`src/rtl/core/sha512_pkg.sv`:
```
// Shared types, constants and round functions of the SHA-512 hash engine.
package sha512_pkg;

  localparam int unsigned QUEUE_DEPTH = 2;
  localparam int unsigned ROUNDS      = 80;

  localparam logic [63:0] PAD_WORD = 64'h8000_0000_0000_0000;
  localparam logic [7:0]  PAD_BYTE = 8'h80;

  // One classified item as it travels from the front to the back.
  typedef struct packed {
    logic [63:0] word;
    logic        last;
    logic        extra_pad;
    logic [63:0] length;
  } entry_t;

  function automatic logic [63:0] rotr(input logic [63:0] x, input int unsigned n);
    rotr = (x >> n) | (x << (64 - n));
  endfunction

  function automatic logic [63:0] big_sigma0(input logic [63:0] x);
    big_sigma0 = rotr(x, 28) ^ rotr(x, 34) ^ rotr(x, 39);
  endfunction

  function automatic logic [63:0] big_sigma1(input logic [63:0] x);
    big_sigma1 = rotr(x, 14) ^ rotr(x, 18) ^ rotr(x, 41);
  endfunction

  function automatic logic [63:0] small_sigma0(input logic [63:0] x);
    small_sigma0 = rotr(x, 1) ^ rotr(x, 8) ^ (x >> 7);
  endfunction

  function automatic logic [63:0] small_sigma1(input logic [63:0] x);
    small_sigma1 = rotr(x, 19) ^ rotr(x, 61) ^ (x >> 6);
  endfunction

  function automatic logic [63:0] initial_hash(input logic [2:0] idx);
    logic [63:0] v;
    unique case (idx)
      3'd0: v = 64'h6a09e667f3bcc908;
      3'd1: v = 64'hbb67ae8584caa73b;
      3'd2: v = 64'h3c6ef372fe94f82b;
      3'd3: v = 64'ha54ff53a5f1d36f1;
      3'd4: v = 64'h510e527fade682d1;
      3'd5: v = 64'h9b05688c2b3e6c1f;
      3'd6: v = 64'h1f83d9abfb41bd6b;
      3'd7: v = 64'h5be0cd19137e2179;
      default: v = '0;
    endcase
    initial_hash = v;
  endfunction

  function automatic logic [63:0] round_const(input logic [6:0] idx);
    logic [63:0] v;
    unique case (idx)
      7'd0:  v = 64'h428a2f98d728ae22; 7'd1:  v = 64'h7137449123ef65cd;
      7'd2:  v = 64'hb5c0fbcfec4d3b2f; 7'd3:  v = 64'he9b5dba58189dbbc;
      7'd4:  v = 64'h3956c25bf348b538; 7'd5:  v = 64'h59f111f1b605d019;
      7'd6:  v = 64'h923f82a4af194f9b; 7'd7:  v = 64'hab1c5ed5da6d8118;
      7'd8:  v = 64'hd807aa98a3030242; 7'd9:  v = 64'h12835b0145706fbe;
      7'd10: v = 64'h243185be4ee4b28c; 7'd11: v = 64'h550c7dc3d5ffb4e2;
      7'd12: v = 64'h72be5d74f27b896f; 7'd13: v = 64'h80deb1fe3b1696b1;
      7'd14: v = 64'h9bdc06a725c71235; 7'd15: v = 64'hc19bf174cf692694;
      7'd16: v = 64'he49b69c19ef14ad2; 7'd17: v = 64'hefbe4786384f25e3;
      7'd18: v = 64'h0fc19dc68b8cd5b5; 7'd19: v = 64'h240ca1cc77ac9c65;
      7'd20: v = 64'h2de92c6f592b0275; 7'd21: v = 64'h4a7484aa6ea6e483;
      7'd22: v = 64'h5cb0a9dcbd41fbd4; 7'd23: v = 64'h76f988da831153b5;
      7'd24: v = 64'h983e5152ee66dfab; 7'd25: v = 64'ha831c66d2db43210;
      7'd26: v = 64'hb00327c898fb213f; 7'd27: v = 64'hbf597fc7beef0ee4;
      7'd28: v = 64'hc6e00bf33da88fc2; 7'd29: v = 64'hd5a79147930aa725;
      7'd30: v = 64'h06ca6351e003826f; 7'd31: v = 64'h142929670a0e6e70;
      7'd32: v = 64'h27b70a8546d22ffc; 7'd33: v = 64'h2e1b21385c26c926;
      7'd34: v = 64'h4d2c6dfc5ac42aed; 7'd35: v = 64'h53380d139d95b3df;
      7'd36: v = 64'h650a73548baf63de; 7'd37: v = 64'h766a0abb3c77b2a8;
      7'd38: v = 64'h81c2c92e47edaee6; 7'd39: v = 64'h92722c851482353b;
      7'd40: v = 64'ha2bfe8a14cf10364; 7'd41: v = 64'ha81a664bbc423001;
      7'd42: v = 64'hc24b8b70d0f89791; 7'd43: v = 64'hc76c51a30654be30;
      7'd44: v = 64'hd192e819d6ef5218; 7'd45: v = 64'hd69906245565a910;
      7'd46: v = 64'hf40e35855771202a; 7'd47: v = 64'h106aa07032bbd1b8;
      7'd48: v = 64'h19a4c116b8d2d0c8; 7'd49: v = 64'h1e376c085141ab53;
      7'd50: v = 64'h2748774cdf8eeb99; 7'd51: v = 64'h34b0bcb5e19b48a8;
      7'd52: v = 64'h391c0cb3c5c95a63; 7'd53: v = 64'h4ed8aa4ae3418acb;
      7'd54: v = 64'h5b9cca4f7763e373; 7'd55: v = 64'h682e6ff3d6b2b8a3;
      7'd56: v = 64'h748f82ee5defb2fc; 7'd57: v = 64'h78a5636f43172f60;
      7'd58: v = 64'h84c87814a1f0ab72; 7'd59: v = 64'h8cc702081a6439ec;
      7'd60: v = 64'h90befffa23631e28; 7'd61: v = 64'ha4506cebde82bde9;
      7'd62: v = 64'hbef9a3f7b2c67915; 7'd63: v = 64'hc67178f2e372532b;
      7'd64: v = 64'hca273eceea26619c; 7'd65: v = 64'hd186b8c721c0c207;
      7'd66: v = 64'heada7dd6cde0eb1e; 7'd67: v = 64'hf57d4f7fee6ed178;
      7'd68: v = 64'h06f067aa72176fba; 7'd69: v = 64'h0a637dc5a2c898a6;
      7'd70: v = 64'h113f9804bef90dae; 7'd71: v = 64'h1b710b35131c471b;
      7'd72: v = 64'h28db77f523047d84; 7'd73: v = 64'h32caab7b40c72493;
      7'd74: v = 64'h3c9ebe0a15c9bebc; 7'd75: v = 64'h431d67c49c100d4c;
      7'd76: v = 64'h4cc5d4becb3e42b6; 7'd77: v = 64'h597f299cfc657e2a;
      7'd78: v = 64'h5fcb6fab3ad6faec; 7'd79: v = 64'h6c44198c4a475817;
      default: v = '0;
    endcase
    round_const = v;
  endfunction

endpackage

```
`src/rtl/core/sha512_queue.sv`:
```
// Short queue of classified items between the front and the back.
module sha512_queue (
  input  logic               clk,
  input  logic               rst_n,
  input  logic               push,
  input  sha512_pkg::entry_t push_entry,
  output logic               full,
  output logic               pop_valid,
  input  logic               pop,
  output sha512_pkg::entry_t pop_entry
);

  localparam int unsigned DEPTH = sha512_pkg::QUEUE_DEPTH;
  localparam int unsigned PTR_W = (DEPTH > 1) ? $clog2(DEPTH) : 1;
  localparam int unsigned CNT_W = $clog2(DEPTH + 1);

  sha512_pkg::entry_t slots_r [DEPTH];
  logic [PTR_W-1:0]   wr_ptr_r, rd_ptr_r;
  logic [CNT_W-1:0]   count_r;
  logic               do_push, do_pop;

  assign full      = (count_r == CNT_W'(DEPTH));
  assign pop_valid = (count_r != '0);
  assign pop_entry = slots_r[rd_ptr_r];
  assign do_push   = push && !full;
  assign do_pop    = pop && pop_valid;

  function automatic logic [PTR_W-1:0] bump(input logic [PTR_W-1:0] p);
    bump = (p == PTR_W'(DEPTH - 1)) ? '0 : p + PTR_W'(1);
  endfunction

  always_ff @(posedge clk) begin
    if (do_push) begin
      slots_r[wr_ptr_r] <= push_entry;
    end
  end

  always_ff @(posedge clk) begin
    if (!rst_n) begin
      wr_ptr_r <= '0;
      rd_ptr_r <= '0;
      count_r  <= '0;
    end else begin
      if (do_push) begin
        wr_ptr_r <= bump(wr_ptr_r);
      end
      if (do_pop) begin
        rd_ptr_r <= bump(rd_ptr_r);
      end
      if (do_push && !do_pop) begin
        count_r <= count_r + CNT_W'(1);
      end else if (do_pop && !do_push) begin
        count_r <= count_r - CNT_W'(1);
      end
    end
  end

endmodule

```
`config.mk`:
```
export PLATFORM = sky130hd
export DESIGN_NAME = sha512_queue
export DESIGN_NICKNAME = d
export VERILOG_FILES = /design/src/rtl/core/sha512_pkg.sv /design/src/rtl/core/sha512_queue.sv
export SDC_FILE = /design/constraint.sdc
export NUM_CORES = 1
export LEC_CHECK = 0
export ABC_AREA = 1
export BUFFER_PORTS_ARGS = -buffer_cell sky130_fd_sc_hd__buf_4
export CORE_ASPECT_RATIO = 0.8
export CORE_MARGIN = 2
export CORE_UTILIZATION = 38
export DETAILED_ROUTE_END_ITERATION = 8
export PLACE_DENSITY_LB_ADDON = 0.08
export SETUP_SLACK_MARGIN = 0.2
export SYNTH_ARGS = -nofsm -noshare
export SYNTH_HDL_FRONTEND = slang
export SYNTH_SLANG_ARGS = --single-unit
export TNS_END_PERCENT = 1
```
`constraint.sdc`:
```
create_clock -name clk -period 7.2 [get_ports clk]
set_input_delay 1.44 -clock clk [delete_from_list [all_inputs] [get_ports clk]]
set_output_delay 1.44 -clock clk [all_outputs]
set_load 0.01 [all_outputs]
```
### After elaboration in Yosys (flattened, before gate mapping)

Memories as Yosys holds them, arrays and structs flattened. A register that Yosys moved wholly into a read port is not among the register bits.
Index checks and enable logic that the tools add are counted.
Widths: inputs -> output; s select.

* bits in registers: 4
* word-level logic and storage cells: 26
* memories kept: 1
* input port bits: 134
* RAM bits: 260
* output and inout bits: 132

* eq/ne operators: 1
* reduce and logical (&&, ||, !) cells: 9
* mux-type cells: 8
* add/subtract/negate cells: 4

Memory list
* slots_r: words 2, bits a word 130, read ports 1, clocked after Yosys merged registers in 1, wr ports 1, RTL line sha512_queue.sv:17 `sha512_pkg::entry_t slots_r [DEPTH];`

Operator list (count)
* $mux 1: 6
* $logic_and 1x1->1: 4
* $mux 2: 2
* $reduce_bool 2->1: 2
* $logic_not 1->1: 3
* $add 1x1->1 const B: 2
* $add 2x1->2 const B: 1
* $eq 2x2->1 const B: 1
* $sub 2x1->2 const B: 1

### Longest topological paths before layout

* word-level depth: 7
* depth in mapped cells: 10
* depth with buffers taken out: 10

### Worst setup path before layout

Ideal clock, no wire load.

* path type: input port to flip-flop
* start point: in push
* end point: mem slots_r[0][0] (netlist name), enable pin
* library setup time: 0.621 ns
* cell stages on the path: 2
* setup slack: -0.417 ns
* buffers on the path: 0
* arrival: 6.996 ns
* path through: o21ai_0 -> nor2_1

* cells in the longest elaborated chain, start to end: 3

Ends and longest elaborated chain
* start, declared: RTL line sha512_queue.sv:5 `input logic push,`
* $logic_and 1x1->1: RTL line sha512_queue.sv:25 `assign do_push = push && !full;`
* $mux 1: RTL line sha512_queue.sv:33 `if (do_push) begin`
* $mux 1 (implied by the code): RTL line sha512_queue.sv:34 `slots_r[wr_ptr_r] <= push_entry;`
* end, declared: RTL line sha512_queue.sv:17

No other way between the ends.

==> metrics.md <==
| Metric | Value |
|---|---|
| Outcome | finished, final reports clean |
| R2R Setup Slk | 4.77 ns |
| Critical-path maximum fanout | 69 |
| RSZ-0062 raised after global routing | no |
| Final #Nets | 863 |
| FF+latch count, synth | 265 |
| Hold Crit Depth | 2 |
| VDD IR max | 0.1540 mV |
| Total of max-cap violations | 0 |
| Largest area contributor in the netlist | edfxtp_1 |
| DIE AREA | 26,690 sq um |
| DRC errors left | 0 |
| Top Ports | 266 |
| Row cnt | 52 |
| Startpoint types | register |
| Synth Instances | 441 |
| Drt pass-1 iters | 5 |
| Routed Antenna Nets | 0 |
| Final Hold Viols | 0 |
| Post-synth top cells | 260 x edfxtp_1, 130 x mux2_2, 10 x buf_6 |
| Root Buffer | clkbuf_16 |
| Synth Flop Type | edfxtp_1 |
| Skew-Pair Late Insertion Delay | 0.52 ns |
| Final slew viol count | 0 |
| Port bufs | 265 |
| Pleak | 4.753 nW |
| Critical R2R Launch | count_r[0] |
| Hold Crit Start | wr_ptr_r |
| Vias in the first global route | 5,291 |
| Worst Path Required | 5.76 ns |
| Slew @ Worst Pin | 0.9806 ns |
| CTS tree | done |
| Area contributors post-synth | edfxtp_1 81%, mux2_2 15%, buf_6 1.2%, dfxtp_1 1.0%, nor2_1 0.35% |
| Pin count of the biggest net entering global routing | 70 |
| Final setup vio count | 0 |
| Die Width | 182.2 um |
| Worst EP arrival | 3.01 ns |
| Crit path kind | reg2out |
| Via count of the routed design | 4,980 |
| Share of layout cells above drive strength 1 | 59.17% |
| Area Overhead vs Synth | 32.91% |
| Syn_area_per_cell | 21.88 sq um |
| Routability Congestion | 0.7278 |
| DRT Wirelength | 19,930 um |
| WHS Endpoint | wr_ptr_r |
| Initial Util | 38.42% |
| Placed cell areas | 11,970 sq um |
| Mapped Nets | 576 |
| Setup Skew | 0.008233 ns |
| Synth warn | 0 |
| Post-synth EDFFs | 260 |
| Slew HR | 34.63% |
| Post-CTS sizing | 0 |
| GR Overflow Total | 0 |
| GRT Total Usage | 14.59% |
| WL per Instance | 18.60 um |
| Post-Syn Area | 9648 sq um |
| Post-synth top area share | 80.92% |
| DRT iter0 DRCs | 283 |
| CTS sink count | 265 |
| Die Y | 146.5 um |
| FMAX | 224.8 MHz |
| Antenna violations before repair | 0 |
| Ant. Diodes | 0 |
| Post-route cell area | 12,820 sq um |
| Distinct cell type count after synthesis | 15 |
| Power, Total | 4.383 mW |
| Worst hold path type | reg2reg |
| Fin crit share | 61.78% |
| CTS Buffer Depth | 3 |
| Core area | 25,110 sq um |
| CTS Hold Bufs | 0 |
| Most frequent cell after synthesis | edfxtp_1 |
| Reg clk slew, reported paths | 0.05 ns |
| First-pass GRT wire length | 29,900 um |
| Fraction of registers with async set/reset | 0% |
| CP Capture Type | output port |
| H-tree Lvls | 1 |
| Fin crit period | 4.448 ns |
| R2R Path End | slots_r[1][111] |
| Sequential fraction of the synthesis area | 81.96% |
| Cell area power density | 341.8 nW/um^2 |
| Drt via density | 4.650 |
| Postcts setup bufs | 0 |
| Total CTS buffers | 28 |
| Register-to-Register Path Depth | 4 |
| Post-DP HPWL | 12,950 um |
## per-stage QoR
step	worst slack, ns	setup TNS [ns]	hold WS [ns]	util, %	std cells
3_5_place_dp	3.273	0	0.5156	47.67	1022
6_report	2.752	0	0.5391	51.06	1071
2_1_floorplan	-0.4173	-108.50	0.4669	-	441
5_1_grt	2.555	0	0.5851	51.06	1071
4_1_cts	2.702	0	0.5461	51.06	1071
3_3_place_gp	3.294	0	0.4797	47.67	1022
## area by class of cell
class | count | area, sq um
fillers | 2087 | 12290
multi-input cells | 154 | 1590
repair buffers | 271 | 2034
flip-flops and latches | 265 | 7911
inverters | 8 | 30.03
well taps | 324 | 405.4
clock inverters | 12 | 86.33
clock buffers | 37 | 765.7
## where the power goes
group          switching, mW  leakage (nW)  internal (mW)
logic                  0.493          1.87          0.529
registers             0.0874          2.47           1.95
clock network          0.543         0.417          0.778
total                   1.12          4.75           3.26
## worst max-delay path, stage by stage, from the launching register on
cell     delay (ns)
dfxtp_4        0.95
buf_4          0.79
mux2_2         0.43
buf_4          0.15
## state kept, by name (all words and copies together), names as in the netlist, named ones only
| signal | count |
|---|---|
| wr_ptr_r | 1 |
| count_r | 2 |
| slots_r | 260 |
| rd_ptr_r | 1 |
## how the worst max path moves through the flow
stage	start	to	slack [ns]	cells after the start
3_3_place_gp	register	pop_entry[111]	3.29	3
3_5_place_dp	register	pop_entry[113]	3.27	3
6_report	register	pop_entry[33]	2.75	3
4_1_cts	register	pop_entry[113]	2.70	3
2_1_floorplan	push	slots_r[0][0]	-0.42	2
5_1_grt	register	pop_entry[33]	2.56	3
## cell usage in the layout (no fill, tap or decap), types with 2 or more instances in the layout
cell and instances:
buf_4 271, clkbuf_1 7, clkbuf_16 29, clkinv_1 4
clkinv_2 5, dfxtp_1 4, edfxtp_1 260, inv_1 8
mux2_2 130, nand2_1 7, nor2_1 7, nor2_4 2
o21ai_0 3
## routing by layer
metal | GRT usage, % | vias to the layer above | part of all wire, %
met3 | 4.590 | 34 | 8.6
met2 | 22.19 | 196 | 45
li1 | - | 2309 | -
met4 | 3.669 | 0 | 2.2
met5 | 0 | - | 0
met1 | 20.47 | 2441 | 45
## kinds of logic after synthesis
logic type | Yosys count | synth area share [%]
buffers and inverters | 22 | 1.712
adder cells (fa/ha/maj) | 1 | 0.1297
flip-flops | 265 | 81.96
multiplexers | 130 | 15.17
AND/OR/NAND/NOR | 18 | 0.7392
AO/OA/AOI/OAI | 5 | 0.2852
Power figures use the tool's default switching activity.
