`src/rtl/core/sha512_pkg.sv`:
```
// Shared types, constants and round functions of the SHA-512 hash engine.
package sha512_pkg;

  localparam int unsigned QUEUE_DEPTH = 2;
  localparam int unsigned ROUNDS      = 80;

  localparam logic [63:0] PAD_WORD = 64'h8000_0000_0000_0000;
  localparam logic [7:0]  PAD_BYTE = 8'h80;

  // One classified item as it travels from the front to the back.
  typedef struct packed {
    logic [63:0] word;
    logic        last;
    logic        extra_pad;
    logic [63:0] length;
  } entry_t;

  function automatic logic [63:0] rotr(input logic [63:0] x, input int unsigned n);
    rotr = (x >> n) | (x << (64 - n));
  endfunction

  function automatic logic [63:0] big_sigma0(input logic [63:0] x);
    big_sigma0 = rotr(x, 28) ^ rotr(x, 34) ^ rotr(x, 39);
  endfunction

  function automatic logic [63:0] big_sigma1(input logic [63:0] x);
    big_sigma1 = rotr(x, 14) ^ rotr(x, 18) ^ rotr(x, 41);
  endfunction

  function automatic logic [63:0] small_sigma0(input logic [63:0] x);
    small_sigma0 = rotr(x, 1) ^ rotr(x, 8) ^ (x >> 7);
  endfunction

  function automatic logic [63:0] small_sigma1(input logic [63:0] x);
    small_sigma1 = rotr(x, 19) ^ rotr(x, 61) ^ (x >> 6);
  endfunction

  function automatic logic [63:0] initial_hash(input logic [2:0] idx);
    logic [63:0] v;
    unique case (idx)
      3'd0: v = 64'h6a09e667f3bcc908;
      3'd1: v = 64'hbb67ae8584caa73b;
      3'd2: v = 64'h3c6ef372fe94f82b;
      3'd3: v = 64'ha54ff53a5f1d36f1;
      3'd4: v = 64'h510e527fade682d1;
      3'd5: v = 64'h9b05688c2b3e6c1f;
      3'd6: v = 64'h1f83d9abfb41bd6b;
      3'd7: v = 64'h5be0cd19137e2179;
      default: v = '0;
    endcase
    initial_hash = v;
  endfunction

  function automatic logic [63:0] round_const(input logic [6:0] idx);
    logic [63:0] v;
    unique case (idx)
      7'd0:  v = 64'h428a2f98d728ae22; 7'd1:  v = 64'h7137449123ef65cd;
      7'd2:  v = 64'hb5c0fbcfec4d3b2f; 7'd3:  v = 64'he9b5dba58189dbbc;
      7'd4:  v = 64'h3956c25bf348b538; 7'd5:  v = 64'h59f111f1b605d019;
      7'd6:  v = 64'h923f82a4af194f9b; 7'd7:  v = 64'hab1c5ed5da6d8118;
      7'd8:  v = 64'hd807aa98a3030242; 7'd9:  v = 64'h12835b0145706fbe;
      7'd10: v = 64'h243185be4ee4b28c; 7'd11: v = 64'h550c7dc3d5ffb4e2;
      7'd12: v = 64'h72be5d74f27b896f; 7'd13: v = 64'h80deb1fe3b1696b1;
      7'd14: v = 64'h9bdc06a725c71235; 7'd15: v = 64'hc19bf174cf692694;
      7'd16: v = 64'he49b69c19ef14ad2; 7'd17: v = 64'hefbe4786384f25e3;
      7'd18: v = 64'h0fc19dc68b8cd5b5; 7'd19: v = 64'h240ca1cc77ac9c65;
      7'd20: v = 64'h2de92c6f592b0275; 7'd21: v = 64'h4a7484aa6ea6e483;
      7'd22: v = 64'h5cb0a9dcbd41fbd4; 7'd23: v = 64'h76f988da831153b5;
      7'd24: v = 64'h983e5152ee66dfab; 7'd25: v = 64'ha831c66d2db43210;
      7'd26: v = 64'hb00327c898fb213f; 7'd27: v = 64'hbf597fc7beef0ee4;
      7'd28: v = 64'hc6e00bf33da88fc2; 7'd29: v = 64'hd5a79147930aa725;
      7'd30: v = 64'h06ca6351e003826f; 7'd31: v = 64'h142929670a0e6e70;
      7'd32: v = 64'h27b70a8546d22ffc; 7'd33: v = 64'h2e1b21385c26c926;
      7'd34: v = 64'h4d2c6dfc5ac42aed; 7'd35: v = 64'h53380d139d95b3df;
      7'd36: v = 64'h650a73548baf63de; 7'd37: v = 64'h766a0abb3c77b2a8;
      7'd38: v = 64'h81c2c92e47edaee6; 7'd39: v = 64'h92722c851482353b;
      7'd40: v = 64'ha2bfe8a14cf10364; 7'd41: v = 64'ha81a664bbc423001;
      7'd42: v = 64'hc24b8b70d0f89791; 7'd43: v = 64'hc76c51a30654be30;
      7'd44: v = 64'hd192e819d6ef5218; 7'd45: v = 64'hd69906245565a910;
      7'd46: v = 64'hf40e35855771202a; 7'd47: v = 64'h106aa07032bbd1b8;
      7'd48: v = 64'h19a4c116b8d2d0c8; 7'd49: v = 64'h1e376c085141ab53;
      7'd50: v = 64'h2748774cdf8eeb99; 7'd51: v = 64'h34b0bcb5e19b48a8;
      7'd52: v = 64'h391c0cb3c5c95a63; 7'd53: v = 64'h4ed8aa4ae3418acb;
      7'd54: v = 64'h5b9cca4f7763e373; 7'd55: v = 64'h682e6ff3d6b2b8a3;
      7'd56: v = 64'h748f82ee5defb2fc; 7'd57: v = 64'h78a5636f43172f60;
      7'd58: v = 64'h84c87814a1f0ab72; 7'd59: v = 64'h8cc702081a6439ec;
      7'd60: v = 64'h90befffa23631e28; 7'd61: v = 64'ha4506cebde82bde9;
      7'd62: v = 64'hbef9a3f7b2c67915; 7'd63: v = 64'hc67178f2e372532b;
      7'd64: v = 64'hca273eceea26619c; 7'd65: v = 64'hd186b8c721c0c207;
      7'd66: v = 64'heada7dd6cde0eb1e; 7'd67: v = 64'hf57d4f7fee6ed178;
      7'd68: v = 64'h06f067aa72176fba; 7'd69: v = 64'h0a637dc5a2c898a6;
      7'd70: v = 64'h113f9804bef90dae; 7'd71: v = 64'h1b710b35131c471b;
      7'd72: v = 64'h28db77f523047d84; 7'd73: v = 64'h32caab7b40c72493;
      7'd74: v = 64'h3c9ebe0a15c9bebc; 7'd75: v = 64'h431d67c49c100d4c;
      7'd76: v = 64'h4cc5d4becb3e42b6; 7'd77: v = 64'h597f299cfc657e2a;
      7'd78: v = 64'h5fcb6fab3ad6faec; 7'd79: v = 64'h6c44198c4a475817;
      default: v = '0;
    endcase
    round_const = v;
  endfunction

endpackage

```
`src/rtl/core/sha512_front.sv`:
```
// Input side: counts message bits, pads the final word and classifies each item.
module sha512_front (
  input  logic                  clk,
  input  logic                  rst_n,
  input  logic                  in_valid,
  output logic                  in_ready,
  input  logic [63:0]           in_data_word,
  input  logic [3:0]            in_byte_count,
  input  logic                  in_last_word,
  output logic                  push,
  output sha512_pkg::entry_t    push_entry,
  input  logic                  queue_full
);

  logic [63:0] bits_r, bits_nxt;
  logic [3:0]  count;
  logic [63:0] padded;

  assign in_ready = !queue_full;
  assign push     = in_valid && in_ready;

  // Only the final word may be short; anything above eight counts as eight.
  always_comb begin
    if (!in_last_word || in_byte_count > 4'd8) begin
      count = 4'd8;
    end else begin
      count = in_byte_count;
    end
  end

  always_comb begin
    for (int i = 0; i < 8; i++) begin
      if (4'(i) < count) begin
        padded[63 - 8*i -: 8] = in_data_word[63 - 8*i -: 8];
      end else if (4'(i) == count) begin
        padded[63 - 8*i -: 8] = sha512_pkg::PAD_BYTE;
      end else begin
        padded[63 - 8*i -: 8] = 8'h00;
      end
    end
  end

  assign bits_nxt = bits_r + 64'({count, 3'b000});

  always_comb begin
    push_entry.word      = (count == 4'd8) ? in_data_word : padded;
    push_entry.last      = in_last_word;
    push_entry.extra_pad = in_last_word && (count == 4'd8);
    push_entry.length    = bits_nxt;
  end

  always_ff @(posedge clk) begin
    if (!rst_n) begin
      bits_r <= '0;
    end else if (push) begin
      bits_r <= in_last_word ? 64'd0 : bits_nxt;
    end
  end

endmodule

```
`config.mk`:
```
export PLATFORM = sky130hd
export DESIGN_NAME = sha512_front
export DESIGN_NICKNAME = d
export VERILOG_FILES = /design/src/rtl/core/sha512_pkg.sv /design/src/rtl/core/sha512_front.sv
export SDC_FILE = /design/constraint.sdc
export NUM_CORES = 1
export LEC_CHECK = 0
export CAP_MARGIN = 20
export CORE_MARGIN = 2
export CORE_UTILIZATION = 40
export DETAILED_ROUTE_END_ITERATION = 16
export DONT_BUFFER_PORTS = 1
export SKIP_LAST_GASP = 1
export SLEW_MARGIN = 15
export SYNTH_ARGS = -nofsm -noshare
export SYNTH_HDL_FRONTEND = slang
export SYNTH_SLANG_ARGS = --single-unit
```
`constraint.sdc`:
```
create_clock -name clk -period 4.2 [get_ports clk]
set_input_delay 0.21 -clock clk [delete_from_list [all_inputs] [get_ports clk]]
set_output_delay 0.21 -clock clk [all_outputs]
set_load 0.01 [all_outputs]
```
==> Yosys cells after proc, flatten, opt, wreduce, memory -nomap -nowiden <==
Cells that the tools add are included.
W data, S select, Z words.
{ "totals": {"reg_bits": 64, "out_inout_bits": 132, "word_cells": 44} }
{ "op_classes": {"add_sub_neg": 1, "magnitude_cmp": 9, "n_eq_ne": 8, "mux": 19, "reduce_logical": 6} }
{ "ops": {"columns": ["cell", "n"], "rows": [
  ["$mux W64", 2],
  ["$mux W8", 16],
  ["$add A64 B7 Y64", 1],
  ["$eq A3 B4 Y1 const A", 4],
  ["$lt A3 B4 Y1 const A", 4],
  ["$eq A2 B4 Y1 const A", 2],
  ["$lt A1 B4 Y1 const A", 2],
  ["$lt A2 B4 Y1 const A", 2],
  ["$eq A1 B4 Y1 const A", 1],
  ["$eq A4 B4 Y1 const B", 1],
  ["$gt A4 B4 Y1 const B", 1],
  ["$logic_not A4 Y1", 1],
  ["$mux W4", 1],
  ["$logic_and A1 B1 Y1", 2],
  ["$logic_not A1 Y1", 2],
  ["$logic_or A1 B1 Y1", 1]
]} }

==> Logic depth before layout (Yosys ltp) <==
{ "depth": {"depth_word": 7, "mapped_depth": 16} }

==> Worst setup path before layout <==
Ideal clock, no wire load.
{ "synth_timing": {"path_type": "in2reg", "from": "input port in_last_word", "to": "register bits_r[17]", "arrival_ps": 3317, "path_slack_ps": 823, "cell_stages": 15, "n_path_buf": 3, "cell_sequence": "nor2b_1 clkbuf_1 inv_1 clkbuf_1 nor2_1 ha_1 inv_1 fa_1 nand2b_1 a21o_1 clkbuf_1 nor4b_1 and3_1 xor2_1 a22o_1"} }
{ "synth_lines": {"columns": ["item", "line", "source"], "rows": [
  ["start, declared", "sha512_front.sv:9", "input logic in_last_word,"],
  ["end signal, assigned", "sha512_front.sv:56", "bits_r <= in_last_word ? 64'd0 : bits_nxt;"],
  ["end, declared", "sha512_front.sv:15", "logic [63:0] bits_r, bits_nxt;"]
]} }

==> metrics.md <==
| Metric | Value |
|---|---|
| Run status | `finished clean` |
| Setup TNS | `0 ns` |
| Top cells by area, synth | `dfxtp_1 26%, xnor2_1 5.9%, nor2b_1 4.9%` |
| Gate Count Post-Synth | `628` |
| Worst-Margin Slew | `0.967 ns` |
| Critical path endpoint | `push_entry[50]` |
| GRT Total Usage | `0.226` |
| Deepest clock path buffer count | `2` |
| Setup violators final | `0` |
| Clk slew on worst S/H paths | `0.05 ns` |
| Flop2flop setup slack | `1.20 ns` |
| Average vias per placed instance | `6.18` |
| Num rows | `39` |
| CTS resizes | `0` |
| Initial Util | `0.412` |
| Number of global-route vias before repair | `4241` |
| Final Util | `0.445` |
| Drt first pass iters | `5` |
| Top FF cell, synth | `dfxtp_1` |
| Post-synthesis sequential area ratio | `0.258` |
| CTS buffer count | `9` |
| Relative slew margins | `0.355` |
| Clock Sinks | `61` |
| Final GP Congestion | `0.827` |
| Root Driver | `clkbuf_16` |
| Post-synth EDFFs | `0` |
| Area Growth Syn to Fin | `7.99%` |
| Largest regs | `bits_r (61)` |
| Synth top cells by count | `61 x dfxtp_1, 54 x nand2_1, 40 x nor2_1` |
| PwrDens | `287 nW/um^2` |
| Synthesis Warnings | `0` |
| First-pass GRT wire length | `22600 um` |
| DP Area | `4770 um^2` |
| Area leader, netlist | `dfxtp_1` |
| DR vias | `4660` |
| Peak VDD IR | `0.000220 V` |
| Fin nets | `684` |
| Vert. Die Dim | `113 um` |
| DP Worst Slack | `0.965 ns` |
| CTS H-tree depth | `3` |
| Antenna Nets Post-Route | `0` |
| Unrepaired setup endpoints after global routing | `false` |
| Fmax | `0.288 GHz` |
| WL met2 | `7140 um` |
| ANT cells | `0` |
| Worst Path Required | `3.99 ns` |
| Pin count of the biggest net entering global routing | `42` |
| Period minus WS final | `3.47 ns` |
| Antenna violations before repair | `0` |
| Final period util | `0.825` |
| Final Max Tran Viols | `0` |
| FF+latch count, synth | `61` |
| IO Pins | `205` |
| CP arrival | `3.26 ns` |
| PortBufs | `0` |
| Worst hold margin | `0.0171 ns` |
| WL final | `15100 um` |
| Synth top area share | `0.258` |
| Routed WL per cell | `20.0 um` |
| Reg2reg start | `bits_r[8]` |
| GRT overflow | `0` |
| FF-to-FF End | `bits_r[44]` |
| Post-Syn Area | `4730 um^2` |
| Layout filler cell count | `1154` |
| Core Region | `11500 um^2` |
| Clk_lat worst skew | `0.34 ns` |
| Synth Area per Inst | `7.53 um^2` |
| Reg2Reg Depth | `6` |
| Post-Route M1 WL | `6240 um` |
| Crit path from | `bits_r[8]` |
| CP Max Fanout | `25` |
| Max Cap Viol | `0` |
| Most frequent cell after synthesis | `dfxtp_1` |
| Die Span X | `113 um` |
| Top sig layer | `met4` |
| Startpoint Class | `register` |
| Worst min path class | `in2reg` |
| Most flop-heavy register | `bits_r` |
| Worst setup margin | `0.733 ns` |
| HPWL after DPL | `11000 um` |
| Async S/R FF share, synth | `0` |
| CP Capture Type | `primary output` |
| Drt drc | `0` |
| Static Leak | `1.93 nW` |
| Final Cell Area | `5100 um^2` |
| Die area | `12700 um^2` |
| CTS tree | `done` |
| Max reg flops | `61` |
| Met3 wire len | `1200 um` |
| Layout cells sized above 1 | `0.0573` |
| Crit Path Category | `reg2out` |
| Netlist cell types | `56` |
| Worst Clk Skew | `0.00831 ns` |
| DRT iter0 DRCs | `281` |
| Final hold violation count | `0` |
-- per-stage QoR --
step	power, mW	instances
floorplan	0.710	630
global placement	0.729	735
detailed placement	0.729	735
CTS	1.48	752
global route	1.51	754
finish	1.47	754
-- cell families (layout without fill, tap and decap cells) --
logic type                 after synthesis  in the layout  share of synthesized area
and+or+nand+nor                        297            297                      0.354
AOI/OAI and AO/OA                      143            143                      0.204
DFF                                     61             61                      0.258
buffers and inverters                   60             41                     0.0545
xor gates and xnor gates                58             58                      0.107
adders and majority gates                5              5                     0.0148
muxes                                    3              3                    0.00662
other                                    1              3                   0.000793
-- layer usage --
metal / GRT usage / up-vias
met3: 0.0573 / 24
met2: 0.362 / 219
met4: 0.102 / 0
met1: 0.287 / 2223
li1: - / 2194
met5: 0 / -
-- critical path: stages (launching register included) --
cell and delay, ns:
dfxtp_1 0.44, nand4_2 0.18, or4_1 0.81, nor2_4 0.60, nand3_1 0.30, nor3_1 0.24, xor2_1 0.34
-- how the worst min path moves through the flow --
stage                          from  cells past startpoint  slack (ns)          to
after detailed placement      rst_n                      1        0.34   bits_r[4]
after floorplan           bits_r[3]                      2        0.45   bits_r[3]
final                         rst_n                      1        0.02  bits_r[11]
after CTS                     rst_n                      1        0.01  bits_r[11]
after global routing          rst_n                      1        0.01  bits_r[11]
after global placement        rst_n                      1        0.34   bits_r[4]
-- where the power goes --
group	internal, mW	switching (mW)
Sequential	0.580	0.000535
Clock	0.474	0.274
Combinational	0.0451	0.0943
Total	1.10	0.369
-- layout make-up --
class,instances,area [um^2],area share
multi-input combinational,509,3260,0.638
sequential,61,1220,0.239
clock buffer,12,246,0.0483
tap,143,179,0.0350
timing repair buffer,11,103,0.0201
inverter,14,52.6,0.0103
clock inverter,4,47.5,0.00931
-- layout by cell type, fill, tap and decap left out, types with 4 or more instances in the layout --
master	instances
xor2_1	26
inv_1	14
ha_1	4
dfxtp_1	61
and4_1	8
a32o_1	5
and2_1	35
nor2b_1	37
nor3_1	8
a22oi_1	7
nand3_1	21
xnor2_1	32
nand2b_1	6
nor4_1	11
clkbuf_16	9
buf_4	8
a21oi_1	23
nor3b_1	9
o31ai_1	4
a21boi_0	15
nor2_1	40
a22o_1	6
o21a_1	5
and3_1	22
a31oi_1	14
or4_1	5
a41oi_1	8
o211ai_1	5
or3_1	16
o21ai_0	36
nand4_1	14
nand2_1	54
-- timing repair --
action                                 4_1_cts  5_1_grt
endpoints found under the hold margin        2        0
buffers inserted                             0        0
hold buffers                                 1        0
(Power assumes the default switching activity.)
